--- config.mk ---
export PLATFORM = sky130hd
export DESIGN_NAME = psd_sqrt_cell
export DESIGN_NICKNAME = d
export VERILOG_FILES = /design/src/hw/rtl/psd_pkg.sv /design/src/hw/rtl/psd_sqrt_cell.sv
export SDC_FILE = /design/constraint.sdc
export NUM_CORES = 1
export LEC_CHECK = 0
export ABC_AREA = 1
export BUFFER_PORTS_ARGS = -buffer_cell sky130_fd_sc_hd__buf_4
export CORE_UTILIZATION = 50
export DETAILED_ROUTE_END_ITERATION = 10
export PLACE_DENSITY = 0.88
export SKIP_LAST_GASP = 1
export SLEW_MARGIN = 5
export SYNTH_ARGS = -nofsm -noshare
export SYNTH_HDL_FRONTEND = slang
export SYNTH_SLANG_ARGS = --single-unit
--- constraint.sdc ---
create_clock -name clk -period 1 [get_ports clk]
set_input_delay 0.05 -clock clk [delete_from_list [all_inputs] [get_ports clk]]
set_output_delay 0.05 -clock clk [all_outputs]
set_load 0.01 [all_outputs]
--- src/hw/rtl/psd_pkg.sv ---
`default_nettype none
package psd_pkg;

	localparam int PSD_COORD_WIDTH = 16;
	localparam int PSD_FRAC_BITS   = 8;
	localparam int PSD_DIST_WIDTH  = 25;
	localparam logic [PSD_DIST_WIDTH-1:0] PSD_DIST_MAX = '1;

	typedef enum logic [1:0] {
		PSD_PART_INTERIOR = 2'd0,
		PSD_PART_START    = 2'd1,
		PSD_PART_END      = 2'd2
	} psd_part_t;

	// travels with every item down the pipeline
	typedef struct packed {
		logic      valid;
		psd_part_t part;
	} psd_tag_t;

endpackage
`default_nettype wire

--- src/hw/rtl/psd_sqrt_cell.sv ---
`default_nettype none
// One digit-by-digit square root step: one root bit per cell.
module psd_sqrt_cell
	import psd_pkg::*;
	#(
		parameter int RW = 25
	) (
		input  wire logic            clk,
		input  wire logic            arst_n,
		input  wire logic            en,
		input  wire psd_tag_t        tag_in,
		input  wire logic [2*RW-1:0] rad_in,
		input  wire logic [RW+1:0]   rem_in,
		input  wire logic [RW-1:0]   root_in,
		output psd_tag_t             tag_out,
		output logic [2*RW-1:0]      rad_out,
		output logic [RW+1:0]        rem_out,
		output logic [RW-1:0]        root_out
	);

	logic [RW+1:0]   cur_c, trial_c;
	logic            ge_c;
	psd_tag_t        tag_q;
	logic [2*RW-1:0] rad_q;
	logic [RW+1:0]   rem_q;
	logic [RW-1:0]   root_q;

	always_comb begin
		cur_c   = {rem_in[RW-1:0], rad_in[2*RW-1 -: 2]};
		trial_c = {root_in, 2'b01};
		ge_c    = cur_c >= trial_c;
	end

	always_ff @(posedge clk or negedge arst_n) begin
		if (!arst_n) begin
			tag_q <= '{valid: 1'b0, part: PSD_PART_INTERIOR};
		end else if (en) begin
			tag_q <= tag_in;
		end
	end

	always_ff @(posedge clk) begin
		if (en) begin
			rad_q  <= rad_in << 2;
			rem_q  <= ge_c ? (cur_c - trial_c) : cur_c;
			root_q <= {root_in[RW-2:0], ge_c};
		end
	end

	assign tag_out  = tag_q;
	assign rad_out  = rad_q;
	assign rem_out  = rem_q;
	assign root_out = root_q;

endmodule
`default_nettype wire

==> results of run 1 <==
-- per-layer routing --
| metal | overflow | global-route usage [%] |
|---|---|---|
| met1 | 0 | 73.8 |
| met5 | 0 | 18.8 |
| met4 | 1 | 74.6 |
| met2 | 5 | 92.1 |
| met3 | 0 | 56.5 |
-- cell families after synthesis --
logic type,synth area share [%]
flops,54.0
mux,0.593
other cells,0.0658
fa+ha+maj,5.93
buf+inv,10.2
simple gates,24.2
compound gates,2.83
xor+xnor,2.15
-- per-stage QoR --
| stage | cells | setup TNS (ns) |
|---|---|---|
| CTS | 1165 | -10.12 |
| detailed placement | 1063 | -22.55 |
| global placement | 1063 | -21.91 |
| floorplan | 645 | -15.54 |
-- what timing repair did --
item | CTS
cloned | 1
pin swaps | 2
resized for setup | 62
endpoints found under the setup margin | 28
endpoints found under the hold margin | 78
hold buffers | 76
buffers inserted | 9
==> results.json, run 1 <==
{
  "gp_congestion": 0.930,
  "grt_usage_pct": 73.8,
  "ios": 213,
  "htreeDepth": 3,
  "avgSynthCellArea_um2": 8.85,
  "synthArstFlopShare_pct": 2.91,
  "stop_stage": "global routing",
  "error": "[ERROR GRT-0232] Routing congestion too high. Check the congestion heatmap in the GUI.",
  "endpoint_type": "register data pin",
  "yosys_register_bits": 103,
  "outcome": "aborted with a tool error",
  "initial_core_util_pct": 51.9,
  "cts_buffers": 9,
  "synth_top_cells_by_count": "nand2_1 (216), inv_1 (136), edfxtp_1 (100), nor2_1 (32), nand3_1 (28)",
  "port_buffers": 208,
  "synth.distinct_cells": 30,
  "clock_sinks": 103,
  "synth_edf_count": 100,
  "placement.cell_area_um2": 8360,
  "clockBufferDepth": 2,
  "die_h_um": 109,
  "ys_seq_area_share_pct": 54.0,
  "die_w_um": 109,
  "dp_hpwl_um": 13600,
  "yosys-top-cells-area": "edfxtp_1 (53%), nand2_1 (14%), inv_1 (9.0%)",
  "post-synth-top-area-cell": "edfxtp_1",
  "yosys.cell_count.top_type": "nand2_1",
  "root_buffer": "clkbuf_16",
  "rows": 38,
  "netlist_area_um2": 5700,
  "ys_warn_count": 0,
  "grt_max_degree": 31,
  "synth_ff_type": "edfxtp_1",
  "place_worst_setup_slack_ns": -0.916,
  "worst_endpoint": "rem_out[18]$_DFFE_PP_/D",
  "synthCells": 644,
  "synth_top_area_share_pct": 52.7,
  "grt-ovfl-total": 6
}
==> inputs of run 2 (changes only) <==
Settings changed: CORE_UTILIZATION 50 to 35, PLACE_DENSITY 0.88 to unset, PLACE_DENSITY_LB_ADDON set to 0.15.
==> results.json, run 2 <==
{
  "outcome": "complete, but fails checks",
  "violations": "setup timing",
  "crit_start": "root_in[16]",
  "pwr-share-seq_pct": 40.6,
  "fillCellCount": 1365,
  "fp.coreArea_um2": 15900,
  "grt-ovfl-total": 0,
  "drive_above_1_share_pct": 43.5,
  "crit_cells": 12,
  "dr_total_vias": 5494,
  "post-synth-top-area-cell": "edfxtp_1",
  "critPathCapture": "rem_out[16]",
  "rrSetupSlack_ns": 0.22,
  "final_max_slew_viol_count": 0,
  "crit_buf_inv": 4,
  "ys_seq_area_share_pct": 54.0,
  "grt_usage_pct": 21.6,
  "worstReg2RegEnd": "tag_out[2]",
  "fmax_ghz": 0.699,
  "required_ns": 1.12,
  "worstSkewPairLatency_ns": 0.35,
  "power_frac_comb_pct": 31.3,
  "ir_drop_v": 0.000815,
  "synth_ff_type": "edfxtp_1",
  "critPathSlowestCell": "ha_4",
  "wire_per_inst_um": 15.3,
  "timing.final.crit_share_pct": 143,
  "yosys.cell_count.top_type": "nand2_1",
  "p_leak_nw": 4.89,
  "cp-end-kind": "flip-flop",
  "regArea_um2": 3080,
  "synthArstFlopShare_pct": 2.91,
  "worst_path_largest_cell_delay_ns": 0.30,
  "netlist_area_um2": 5700,
  "rsz0062_at_grt": "true",
  "largest_reg_flops": 48,
  "cts_tree": "built",
  "port_buffers": 208,
  "synth.distinct_cells": 30,
  "die-area_um2": 16800,
  "drt_iter0_markers": 203,
  "critPathKind": "in2reg",
  "period_minus_slack_ns": 1.43,
  "cts_buffers": 9,
  "initial_core_util_pct": 35.9,
  "hp-class": "in2reg",
  "hold_viol": 0,
  "gp_congestion": 0.857,
  "dp_hpwl_um": 13300,
  "maxCapViolCount": 0,
  "synth_edf_count": 100,
  "hold_depth": 3,
  "clock_skew_ns": 0,
  "ys_warn_count": 0,
  "layout.nets": 1150,
  "firstDrtPassIters": 4,
  "grt_pass1_wl_um": 27200,
  "rows": 46,
  "p_total_w": 0.0132,
  "die_w_um": 130,
  "grt_max_degree": 46,
  "path_cells": "buf_8 > inv_4 > ha_4 > nand2_4 > nor2_4 > nand2_2 > nor3_4 > nand3_4 > buf_12 > clkbuf_16 > nand4_1 > nand2_1",
  "drt.antenna.violating_nets": 0,
  "routed_wl_um": 18900,
  "arrival_ns": 1.55,
  "avgSynthCellArea_um2": 8.85,
  "ios": 213,
  "synth_top_area_share_pct": 52.7,
  "switchingPower_w": 0.00384,
  "path_delay_family": "simple AND/OR/NAND/NOR gates",
  "mostFrequentLayoutCells": "buf_4 (263), nand2_1 (174), inv_1 (113)",
  "min-delay-start": "rem_in[17]",
  "grt_pass1_vias": 5456,
  "synthCells": 644,
  "vias_per_cell": 4.44,
  "r2r-start": "tag_out[2]",
  "p_per_area_nw_per_um2": 1310,
  "antenna_cells": 0,
  "synth_top_cells_by_count": "nand2_1 (216), inv_1 (136), edfxtp_1 (100), nor2_1 (32), nand3_1 (28)",
  "yosys_register_bits": 103,
  "clockBufferDepth": 2,
  "areaGrowthSynthToFinish_pct": 77.4,
  "clk_pin_slew_ns": 0.08,
  "finalSetupViolations": 28,
  "crit_fanout": 8,
  "holdWs_ns": 0.0242,
  "rr_worst_depth": 1,
  "htreeDepth": 3,
  "p_sw_share_pct": 29.1,
  "p_int_w": 0.00935,
  "antenna_found_initial": 0,
  "setup_ws_ns": -0.431,
  "die_h_um": 130,
  "drc": 0,
  "clock_sinks": 103,
  "pwr-share-clk_pct": 28.0,
  "root_buffer": "clkbuf_16",
  "layout_commonest_cell": "buf_4",
  "multiInputGateArea_um2": 2720,
  "yosys-top-cells-area": "edfxtp_1 (53%), nand2_1 (14%), inv_1 (9.0%)",
  "cp-start-kind": "input port"
}
run 2: cell counts after synthesis:
Identical to the previous run, type by type.
run 2: stage by stage:
| step | area (µm²) | std cells | TNS [ns] | util, % | setup WS (ns) |
|---|---|---|---|---|---|
| floorplan | 6030 | 645 | -15.54 | - | -0.574 |
| global placement | 8390 | 1130 | -23.23 | 52.8 | -0.958 |
| detailed placement | 8390 | 1130 | -23.11 | 52.8 | -0.941 |
| CTS | 9570 | 1223 | -9.54 | 60.2 | -0.381 |
| global route | 10100 | 1236 | -13.26 | 63.6 | -0.520 |
| finish | 10100 | 1236 | -11.09 | 63.6 | -0.431 |
run 2: worst min path at each step:
stage	endpoint
after floorplan	tag_out[0]
after global placement	tag_out[2]
after detailed placement	tag_out[2]
after CTS	rem_out[25]
after global routing	rem_out[19]
final	rem_out[19]
run 2: power groups by stage:
stage | Clock [W] | Combinational (W) | Sequential, W
CTS | 0.00380 | 0.00372 | 0.00536
global route | 0.00390 | 0.00450 | 0.00540
detailed placement | 0 | 0.00339 | 0.00545
floorplan | 0 | 0.00135 | 0.00567
finish | 0.00369 | 0.00413 | 0.00536
global placement | 0 | 0.00335 | 0.00544
run 2: what timing repair did:
item,CTS,global route
cloned,0,4
setup buffers,0,9
hold endpoints to repair,78,0
resized for setup,25,117
hold buffers,77,0
endpoints found under the setup margin,28,28
pin swaps,5,35
run 2: cells by family (layout without fill, tap and decap cells):
group | after synthesis | in the layout | synth area share, %
AOI/OAI and AO/OA | 29 | 29 | 2.83
and+or+nand+nor | 319 | 319 | 24.2
xor gates and xnor gates | 14 | 14 | 2.15
adders and majority gates | 27 | 27 | 5.93
other | 1 | 2 | 0.0658
muxes | 3 | 3 | 0.593
DFF | 103 | 103 | 54.0
buffers and inverters | 148 | 523 | 10.2
run 2: final cells by class:
type / count / area share [%]
clock inverter: 6 / 0.768
sequential: 103 / 30.5
clock buffer: 10 / 2.27
timing repair buffer: 368 / 31.4
multi-input combinational: 394 / 26.9
tap: 216 / 2.67
inverter: 139 / 5.51
run 2: layer usage:
layer / vias up / track usage (%) / part of all wire, %
met5: - / 0 / 0
met4: 0 / 6.84 / 1.6
met3: 16 / 2.97 / 5.5
met2: 172 / 39.5 / 51
met1: 2523 / 26.0 / 42
li1: 2783 / - / -
Power figures use the tool's default switching activity.
==> inputs of run 3 (changes only) <==
Settings changed: SKIP_LAST_GASP 1 to unset.
Clock period 1 ns to 1.2 ns, I/O delays scaled along.
==> results.json, run 3 (synthesis gave the netlist of run 2 again) <==
{
  "placement.cell_area_um2": 8490,
  "final_cells": 1239,
  "grt_pass1_vias": 5503,
  "gp_congestion": 0.876,
  "worstSkewPairLatency_ns": 0.36,
  "final_max_slew_viol_count": 0,
  "layout_commonest_cell": "buf_4",
  "root_buffer": "clkbuf_16",
  "port_buffers": 208,
  "grt_max_degree": 33,
  "crit_fanout": 21,
  "areaGrowthSynthToFinish_pct": 73.6,
  "finalSetupViolations": 28,
  "cts_buffers": 9,
  "arrival_ns": 1.50,
  "rr_worst_depth": 1,
  "antenna_cells": 0,
  "crit_start": "root_in[12]",
  "grt_usage_pct": 21.8,
  "drt_iter0_markers": 193,
  "dp_cells": 1144,
  "clock_sinks": 103,
  "cts_tree": "built",
  "worstReg2RegEnd": "tag_out[0]",
  "layout.nets": 1153,
  "ir_drop_v": 0.000637,
  "initial_core_util_pct": 35.9,
  "drive_above_1_share_pct": 41.3,
  "critPathKind": "in2reg",
  "clock_skew_ns": 0,
  "path_cells": "buf_4 > inv_6 > ha_4 > nand2_1 > nor2_2 > nand2_1 > inv_1 > nand3_4 > nand3_4 > buf_12 > o21ai_0",
  "cp-end-kind": "flip-flop",
  "holdWs_ns": 0.0328,
  "period_minus_slack_ns": 1.39,
  "grt_pass1_wl_um": 27500,
  "crit_buf_inv": 4,
  "rrSetupSlack_ns": 0.43,
  "mostFrequentLayoutCells": "buf_4 (283), nand2_1 (190), inv_1 (125)",
  "firstDrtPassIters": 4,
  "vias_per_cell": 4.46,
  "die_w_um": 130,
  "clockBufferDepth": 2,
  "p_leak_nw": 4.81,
  "hp-class": "in2async",
  "path_delay_family": "simple AND/OR/NAND/NOR gates",
  "dr_total_vias": 5525,
  "routed_wl_um": 18300,
  "timing.final.crit_share_pct": 116,
  "ios": 213,
  "fillCellCount": 1412,
  "clk_pin_slew_ns": 0.08,
  "rows": 46,
  "antenna_found_initial": 0,
  "die-area_um2": 16800,
  "p_per_area_nw_per_um2": 1080,
  "maxCapViolCount": 0,
  "fp.coreArea_um2": 15900,
  "violations": "setup timing",
  "cp-start-kind": "input port",
  "dp_hpwl_um": 13300,
  "drt.antenna.violating_nets": 0,
  "largest_reg_flops": 48,
  "worst_path_largest_cell_delay_ns": 0.27,
  "htreeDepth": 3,
  "setup_ws_ns": -0.193,
  "final_area_um2": 9890,
  "hold_viol": 0,
  "rsz0062_at_grt": "true",
  "die_h_um": 130,
  "drc": 0,
  "grt-ovfl-total": 0,
  "required_ns": 1.31,
  "crit_cells": 11,
  "r2r-start": "tag_out[0]",
  "critPathSlowestCell": "ha_4",
  "outcome": "complete, but fails checks",
  "fmax_ghz": 0.718,
  "wire_per_inst_um": 14.8,
  "critPathCapture": "rem_out[11]"
}
run 3: power breakdown:
group          internal [W]  total (W)  switching (W)
Sequential          0.00436    0.00447       0.000108
Clock               0.00146    0.00294        0.00148
Combinational       0.00168    0.00327        0.00158
run 3: worst min-delay path by stage:
| stage | startpoint | endpoint | slack, ns | cells past startpoint |
|---|---|---|---|---|
| after floorplan | arst_n | tag_out[0] | -0.24 | 0 |
| after global placement | arst_n | tag_out[2] | -0.15 | 1 |
| after detailed placement | arst_n | tag_out[0] | -0.15 | 1 |
| after CTS | arst_n | tag_out[0] | 0.02 | 2 |
| after global routing | arst_n | tag_out[0] | 0.02 | 2 |
| final | arst_n | tag_out[0] | 0.03 | 2 |
run 3: per-layer routing:
layer	track usage [%]	up-vias	part of all wire [%]
met5	0	-	0
met4	6.98	0	1.6
met3	3.47	17	4.8
met2	40.4	151	51
met1	25.7	2562	42
li1	-	2795	-
run 3: through the flow:
stage,total power [W],setup TNS (ns),setup slack (ns),utilization [%]
finish,0.0107,-4.32,-0.193,62.3
global route,0.0112,-7.00,-0.298,62.3
CTS,0.0107,-4.15,-0.178,61.1
detailed placement,0.00742,-17.70,-0.766,53.5
global placement,0.00739,-17.56,-0.769,53.5
floorplan,0.00585,-10.22,-0.384,-
run 3: timing repair:
| action | CTS | global route |
|---|---|---|
| endpoints found under the hold margin | 78 | 0 |
| pin swaps | 4 | 5 |
| gates resized for setup | 45 | 40 |
| setup buffers | 1 | 1 |
| cloned | 0 | 1 |
| hold buffers | 76 | 0 |
| setup endpoints to repair | 28 | 28 |
run 3: area by class of cell:
cell class / instances / area (µm²) / area share (%)
tap: 216 / 270 / 2.73
clock inverter: 7 / 66.3 / 0.671
timing repair buffer: 371 / 3090 / 31.2
inverter: 139 / 544 / 5.50
sequential: 103 / 3080 / 31.1
clock buffer: 9 / 225 / 2.28
multi-input combinational: 394 / 2620 / 26.5
